File: config.mk
export PLATFORM = sky130hd
export DESIGN_NAME = x86e_back
export DESIGN_NICKNAME = d
export VERILOG_FILES = /design/src/rtl/x86e_pkg.sv /design/src/rtl/x86e_ram.sv /design/src/rtl/x86e_back.sv
export SDC_FILE = /design/constraint.sdc
export NUM_CORES = 1
export LEC_CHECK = 0
export ABC_AREA = 1
export BUFFER_PORTS_ARGS = -buffer_cell sky130_fd_sc_hd__buf_2
export CAP_MARGIN = 20
export CORE_ASPECT_RATIO = 1.5
export CORE_MARGIN = 2
export CORE_UTILIZATION = 45
export DETAILED_ROUTE_END_ITERATION = 8
export MAX_ROUTING_LAYER = met4
export SYNTH_ARGS = -nofsm -noshare
export SYNTH_HDL_FRONTEND = slang
export SYNTH_SLANG_ARGS = --single-unit
export TNS_END_PERCENT = 50
File: constraint.sdc
create_clock -name i_clk -period 10.85 [get_ports i_clk]
set_input_delay 1.085 -clock i_clk [delete_from_list [all_inputs] [get_ports i_clk]]
set_output_delay 1.085 -clock i_clk [all_outputs]
set_load 0.01 [all_outputs]
File: src/rtl/x86e_pkg.sv
// Package with opcodes, operation codes and shared types of the x86-64 encoder.
package x86e_pkg;

    localparam int MaxBytes  = 12;
    localparam int CntW      = 4;
    localparam int QueueDepth = 4;

    typedef enum logic [4:0] {
        F_MOV_RR = 5'd0, F_MOV_RI32 = 5'd1, F_MOV_RI64 = 5'd2, F_ADD_RR = 5'd3,
        F_SUB_RR = 5'd4, F_ADD_RI = 5'd5, F_IMUL_RR = 5'd6, F_AND_RR = 5'd7,
        F_OR_RR = 5'd8, F_XOR_RR = 5'd9, F_SHL_CL = 5'd10, F_SHR_CL = 5'd11,
        F_NOT_R = 5'd12, F_NEG_R = 5'd13, F_CMP_RR = 5'd14, F_TEST_RR = 5'd15,
        F_PUSH_R = 5'd16, F_POP_R = 5'd17, F_RET = 5'd18, F_CALL_R = 5'd19,
        F_JMP_REL = 5'd20, F_JMP_R = 5'd21, F_JCC_REL = 5'd22, F_SETCC_R = 5'd23,
        F_LOAD64 = 5'd24, F_STORE64 = 5'd25, F_LOAD64_IDX = 5'd26,
        F_STORE64_IDX = 5'd27, F_MOVABS_R = 5'd28, F_STORE_IMM32 = 5'd29,
        F_BAD30 = 5'd30, F_BAD31 = 5'd31
    } t_func;

    localparam logic [7:0] OpNotNeg = 8'hF7;
    localparam logic [7:0] OpAddI8  = 8'h83;
    localparam logic [7:0] OpAddI32 = 8'h81;
    localparam logic [7:0] OpMovI   = 8'hC7;
    localparam logic [7:0] OpMovR   = 8'hB8;
    localparam logic [7:0] OpJmp    = 8'hE9;
    localparam logic [7:0] OpEsc    = 8'h0F;
    localparam logic [7:0] OpImul   = 8'hAF;
    localparam logic [7:0] OpShift  = 8'hD3;
    localparam logic [7:0] OpRet    = 8'hC3;
    localparam logic [7:0] OpGrp5   = 8'hFF;
    localparam logic [7:0] OpStore  = 8'h89;
    localparam logic [7:0] OpLoad   = 8'h8B;
    localparam logic [7:0] OpAdd    = 8'h01;
    localparam logic [7:0] OpSub    = 8'h29;
    localparam logic [7:0] OpAnd    = 8'h21;
    localparam logic [7:0] OpOr     = 8'h09;
    localparam logic [7:0] OpXor    = 8'h31;
    localparam logic [7:0] OpCmp    = 8'h39;
    localparam logic [7:0] OpTest   = 8'h85;
    localparam logic [7:0] OpPush   = 8'h50;
    localparam logic [7:0] OpPop    = 8'h58;
    localparam logic [7:0] RexB     = 8'h41;
    localparam logic [7:0] RexBare  = 8'h40;
    localparam logic [7:0] SibRsp   = 8'h24;

    // Fully classified instruction: byte string plus its length.
    typedef struct packed {
        logic [MaxBytes*8-1:0] bytes;
        logic [CntW-1:0]       len;
    } t_enc;

endpackage

File: src/rtl/x86e_ram.sv
// Generic single-write, registered-read RAM.
module x86e_ram #(
    parameter int Width = 8,
    parameter int Depth = 4
) (
    input  logic                     i_clk,
    input  logic                     i_we,
    input  logic [$clog2(Depth)-1:0] i_waddr,
    input  logic [Width-1:0]         i_wdata,
    input  logic [$clog2(Depth)-1:0] i_raddr,
    output logic [Width-1:0]         o_rdata
);
    logic [Width-1:0] r_mem [Depth];
    logic [Width-1:0] r_rdata;

    always_ff @(posedge i_clk) begin
        if (i_we) begin
            r_mem[i_waddr] <= i_wdata;
        end
        r_rdata <= r_mem[i_raddr];
    end

    assign o_rdata = r_rdata;
endmodule

File: src/rtl/x86e_back.sv
// Back end: queue of encoded instructions and byte serializer to the result port.
module x86e_back #(
    parameter int Depth = x86e_pkg::QueueDepth
) (
    input  logic           i_clk,
    input  logic           i_rst_n,
    input  logic           i_valid,
    output logic           o_ready,
    input  x86e_pkg::t_enc i_enc,
    output logic           o_empty,
    input  logic           i_pop,
    output logic [7:0]     o_out_byte,
    output logic           o_last
);
    import x86e_pkg::*;

    localparam int AW = $clog2(Depth);

    logic [AW-1:0] r_wp, r_rp;
    logic [AW:0]   r_cnt;
    t_enc          r_cur;
    logic          r_cur_vld;
    logic [CntW-1:0] r_pos;
    logic          r_pend;      // a RAM read was issued last cycle
    t_enc          ram_q;
    logic          push, take, pop_ok, done, load;

    // Zero-length items never enter the queue.
    assign o_ready = (r_cnt != (AW+1)'(Depth));
    assign push    = i_valid && o_ready && (i_enc.len != '0);
    assign pop_ok  = i_pop && r_cur_vld;
    assign done    = pop_ok && (r_pos == r_cur.len - CntW'(1));
    assign take    = (r_cnt != '0) && !r_pend && (!r_cur_vld || done);

    x86e_ram #(.Width($bits(t_enc)), .Depth(Depth)) u_ram (
        .i_clk  (i_clk),
        .i_we   (push),
        .i_waddr(r_wp),
        .i_wdata(i_enc),
        .i_raddr(r_rp),
        .o_rdata(ram_q)
    );

    assign load = r_pend;

    always_ff @(posedge i_clk) begin
        if (!i_rst_n) begin
            r_wp <= '0; r_rp <= '0; r_cnt <= '0;
            r_cur_vld <= 1'b0; r_pos <= '0; r_pend <= 1'b0;
        end else begin
            if (push) r_wp <= r_wp + AW'(1);
            if (take) r_rp <= r_rp + AW'(1);
            r_cnt  <= r_cnt + (AW+1)'(push) - (AW+1)'(take);
            r_pend <= take;
            if (load) begin
                r_cur_vld <= 1'b1;
                r_pos     <= '0;
            end else if (done) begin
                r_cur_vld <= 1'b0;
            end else if (pop_ok) begin
                r_pos <= r_pos + CntW'(1);
            end
        end
        if (load) r_cur <= ram_q;
    end

    assign o_empty    = !r_cur_vld;
    assign o_out_byte = r_cur.bytes[r_pos*8 +: 8];
    assign o_last     = (r_pos == r_cur.len - CntW'(1));

`ifndef SYNTHESIS
    a_no_overflow: assert property (@(posedge i_clk) disable iff (!i_rst_n)
        r_cnt <= (AW+1)'(Depth)) else $error("queue count exceeds depth");
    a_load_free: assert property (@(posedge i_clk) disable iff (!i_rst_n)
        take |-> (!r_cur_vld || done)) else $error("read issued while busy");
    a_len_ok: assert property (@(posedge i_clk) disable iff (!i_rst_n)
        r_cur_vld |-> (r_cur.len != '0 && r_pos < r_cur.len))
        else $error("byte position out of range");
`endif
endmodule

# After elaboration in Yosys (flattened, before gate mapping)
# Memory sizes are Yosys's and may differ from the RTL's. A register that Yosys moved wholly into a read port is not among the register bits.
# Cells that the tools add are included.
# Widths: inputs -> output; s select.
[classes] addsub=6 eq_ne=2 shift=1 muxes=4 bitwise=2 reduce_logical=14
[op_table] cell="$shiftx 96x8->8" count=1
[op_table] cell="$logic_and 1x1->1" count=6
[op_table] cell="$add 2x1->2 const B" count=2
[op_table] cell="$add 4x1->4 const B" count=1
[op_table] cell="$eq 4x4->1" count=1
[op_table] cell="$mux 1" count=4
[op_table] cell="$reduce_bool 4->1" count=1
[op_table] cell="$sub 4x1->4 const B" count=1
[op_table] cell="$add 3x1->3" count=1
[op_table] cell="$ne 3x3->1 const B" count=1
[op_table] cell="$reduce_bool 3->1" count=1
[op_table] cell="$sub 3x1->3" count=1
[op_table] cell="$logic_not 1->1" count=2
[op_table] cell="$not 1->1" count=2
[op_table] cell="$reduce_and 2->1" count=1
[op_table] cell="$reduce_bool 2->1" count=1
[op_table] cell="$reduce_or 2->1" count=1
[op_table] cell="$logic_or 1x1->1" count=1
[totals] ff_bits=113 ram_bits=400 out_inout_bits=11 mem_count=1
[memory_table] name="u_ram.r_mem" words=4 width=100 read_ports=1 rd_ports_with_merged_regs=1 wr=1 line_no="x86e_ram.sv:13" text="logic [Width-1:0] r_mem [Depth];"

# Depth between registers and ports, before layout
[logic_depth] depth_word=6 depth_mapped=19 ltp_nobuf=19

# Modules after synthesis
# A second synthesis with hierarchy kept.
[hier_totals] hier_cells=2041 hier_area_um2=23746.5
[modules_own_cells] module="x86e_ram" instances=1 cells_each=1674 area_each_um2=19129.6 seq_area_each_um2=14013.4
[modules_own_cells] module="x86e_back" instances=1 cells_each=367 area_each_um2=4616.9 seq_area_each_um2=3263.1

# Least setup slack after synthesis
# No wires, ideal clock.
[synth_path] kind="in2reg" start="input port i_enc[3] (netlist name)" end="memory u_ram.r_mem[0][0] (netlist name) (enable)" setup_ps=560 t_arrival_ps=5614 required_ps=10290 setup_slack_ps=4675 cell_stages=3 n_path_buf=0 path_cell_list="nor4_1 -> nand3b_1 -> nor2_1"
[synth_via] elab_chain_len=4
[synth_rtl] element="from (decl)" line_no="x86e_back.sv:9" text="input x86e_pkg::t_enc i_enc,"
[synth_rtl] element="$reduce_bool 4->1" line_no="x86e_back.sv:30" text="assign push = i_valid && o_ready && (i_enc.len != '0);"
[synth_rtl] element="$logic_and 1x1->1" line_no="x86e_back.sv:30"
[synth_rtl] element="$mux 1" line_no="x86e_ram.sv:17" text="if (i_we) begin"
[synth_rtl] element="$mux 1 (implied by the code)" line_no="x86e_ram.sv:18" text="r_mem[i_waddr] <= i_wdata;"
[synth_rtl] element="to (decl)" line_no="x86e_ram.sv:13"
# No other way between the ends.

# Worst setup path after layout
[layout_path] start="register r_pos[0]" end="output port o_out_byte[7]"
[layout_via] elab_chain_len=1
[layout_rtl] element="from (decl)" line_no="x86e_back.sv:23" text="logic [CntW-1:0] r_pos;"
[layout_rtl] element="from (signal assigned)" line_no="x86e_back.sv:61" text="r_pos <= r_pos + CntW'(1);"
[layout_rtl] element="$shiftx 96x8->8" line_no="x86e_back.sv:68" text="assign o_out_byte = r_cur.bytes[r_pos*8 +: 8];"
[layout_rtl] element="to (decl)" line_no="x86e_back.sv:12" text="output logic [7:0] o_out_byte,"
# No other way between the ends.

==> out/metrics.csv <==
metric,value,unit
core area,47300,um^2
final wirelength,45300,um
RSZ-0062 raised after global routing,no,
Pwr Density,268,nW/um^2
CTS root buffer,clkbuf_16,
CP Data Arrival Time,2630,ps
CP Buf/Inv Count,3,
"Hold-fix buffers, CTS",0,
hpwl dp,25900,um
post-synth net total,1566,
post-CTS setup buffers,0,
share of layout cells above drive strength 1,15.6,%
Ports,115,
critical path's slowest cell,buf_4,
Yosys cell types,33,
Final Cycle Share,34.2,%
per-cell routed wire length,20.5,um
Worst Hold End,r_cur[7],
vias in the first global route,11900,
Initial DRC Count,1068,
Vias/cell,5.37,
total gr overflow,0,
Worst R2R Path Depth,5,
CTS buffer count,54,
reg-to-reg endpoint,u_ram.o_rdata[42],
status,"finished, final reports clean",
hold_sp,u_ram.o_rdata[7],
stages on the worst setup path,7,
leakage,8.40,nW
final setup vio count,0,
final std cells w/o fill,2208,
first-pass GRT wire length,68900,um
Die Ht,271,um
FMAX,269,MHz
Sink Count,613,
DRC viols,0,
register area share after synthesis,80.6,%
Setup crit end kind,primary output,
Cells after Synth,1453,
cell depth of the worst hold path,0,
initial antenna violation count,8,
post_cts resized,0,
CP most frequent cell,o211ai_1,
setup TNS,0,ps
CTS tree,yes,
CTS H-tree lvls,2,
global placement routability congestion,0.765,
critical path required time,9770,ps
Slew Limit Fails,0,
worst hold slack,404,ps
dpl cells,2100,
Initial Util,45.3,%
DRT Pass-1 Iters,8,
post-synthesis register bit count,613,
fin area,24500,um^2
worst-skew pair later-pin latency,570,ps
chip width,182,um
Antenna Nets Post-Route,0,
row cnt,98,
flop2flop setup slack,7810,ps
yosys warns,0,
Clock Skew,10.0,ps
Fin. Hold Viols,0,
Final nets,1669,
worst setup path category,reg2out,
Area Growth Syn to Fin,14.3,%
Hold WC Path Type,reg2reg,
Max clock buf depth,3,
Tightest Pin Transition,987,ps
DR vias,11900,
Critical Path Source Type,flip-flop,
max_slew headroom,34.2,%
worst-path cell chain,buf_4 > inv_6 > o21ai_0 > o211ai_1 > o211ai_1 > nand2_1 > buf_2,
Crit path max-delay family,buffers and inverters,
IO buf count,114,
Worst VDD drop,0.143,mV
largest net degree at the start of global routing,85,
fin crit period,3710,ps
reg2reg start,r_rp[0],
"CTS clk-pin slew, worst paths",70,ps
Crit path largest cell delay,520,ps
Crit Path Max Fanout,44,
synthesized area,21400,um^2
Mapped Avg Cell Area,14.8,um^2
Total GRT Usage,18.8,%
Finished Core Util,51.8,%
maxcap violations,0,
die area,49400,um^2
Post-DP Area,22500,um^2
[cell usage after synthesis (all sizes together)]
cell type / count / area (um^2)
nor2: 266 / 998
nand3b: 1 / 7.51
clkinv: 1 / 3.75
xnor2: 1 / 8.76
nor4: 1 / 6.26
clkbuf: 48 / 181
xor2: 2 / 17.5
a21oi: 8 / 40.0
ha: 8 / 100
mux2i: 12 / 120
o211ai: 8 / 60.1
dfxtp: 113 / 2260
nor3: 1 / 5.00
buf: 36 / 205
o32ai: 8 / 70.1
or2: 1 / 6.26
fa: 1 / 20.0
edfxtp: 500 / 15000
o21ai: 232 / 1160
nand3: 22 / 135
inv: 29 / 114
o221ai: 8 / 70.1
nand2: 42 / 180
o22ai: 104 / 651
[cell families after synthesis]
family          count (synthesis)  synth area share, %
mux                            12                0.560
buf+inv                       114                 2.35
xor+xnor                        3                0.123
flops                         613                 80.6
compound gates                368                 9.57
fa+ha+maj                       9                0.560
simple gates                  334                 6.24
[layout by cell type (no fill, tap or decap), types with 8 or more instances in the layout]
cell type,synthesis,layout
edfxtp_1,500,500
nor2_1,266,262
o21ai_0,232,232
buf_2,29,114
dfxtp_1,113,109
o22ai_1,104,104
clkbuf_16,0,56
nand2_1,35,35
inv_1,22,22
nand3_1,20,20
buf_4,3,17
mux2i_1,12,12
bufinv_16,0,10
clkinv_2,0,10
o211ai_1,8,8
o32ai_1,8,8
o221ai_1,8,8
a21oi_1,8,8
ha_1,8,8
[registers in the layout, summed over array words and instances (netlist names), 2 cells and up]
register	flops
r_cnt	3
r_cur	100
r_pos	4
r_rp	2
r_wp	2
u_ram.o_rdata	100
u_ram.r_mem	400
[worst max path at each step]
stage	startpoint	to	slack [ps]
6_report	r_pos[0]	o_out_byte[7]	7140
2_1_floorplan	i_enc[3]	u_ram.r_mem[0][0]	4680
5_1_grt	r_pos[0]	o_out_byte[7]	6890
3_5_place_dp	i_enc[1]	r_cnt[2]	7460
3_3_place_gp	i_enc[1]	r_cnt[2]	7470
4_1_cts	r_pos[0]	o_out_byte[7]	7100
[where the power goes]
group	leakage [nW]	switching [mW]	total, mW	internal, mW
Sequential	5.53	0.232	3.37	3.14
Combinational	1.93	0.819	1.14	0.324
Clock	0.943	0.830	2.06	1.23
Total	8.40	1.88	6.57	4.69
[metrics by stage]
| stage | setup slack, ps | power (mW) |
|---|---|---|
| global placement | 7470 | 4.56 |
| detailed placement | 7460 | 4.60 |
| floorplan | 4680 | 4.12 |
| global route | 6890 | 6.89 |
| CTS | 7100 | 6.65 |
| finish | 7140 | 6.57 |
[routing by layer]
layer  share of wire (%)  global-route usage [%]  vias to the layer above
li1                    -                       -                     5591
met1                  42                    23.5                     5909
met2                  51                    31.4                      291
met3                 4.6                    2.96                       74
met4                 2.7                    6.07                        0
met5                   0                       -                        -
[final cells by class]
cell class / count / area, um^2
repair buffers: 131 / 698
well taps: 600 / 751
diodes: 7 / 17.5
inverters: 30 / 123
fillers: 3938 / 22800
multi-input cells: 726 / 3690
clock inverters: 33 / 442
flip-flops and latches: 613 / 17300
clock buffers: 68 / 1510
No activity file was read; power rests on OpenSTA's default activity.
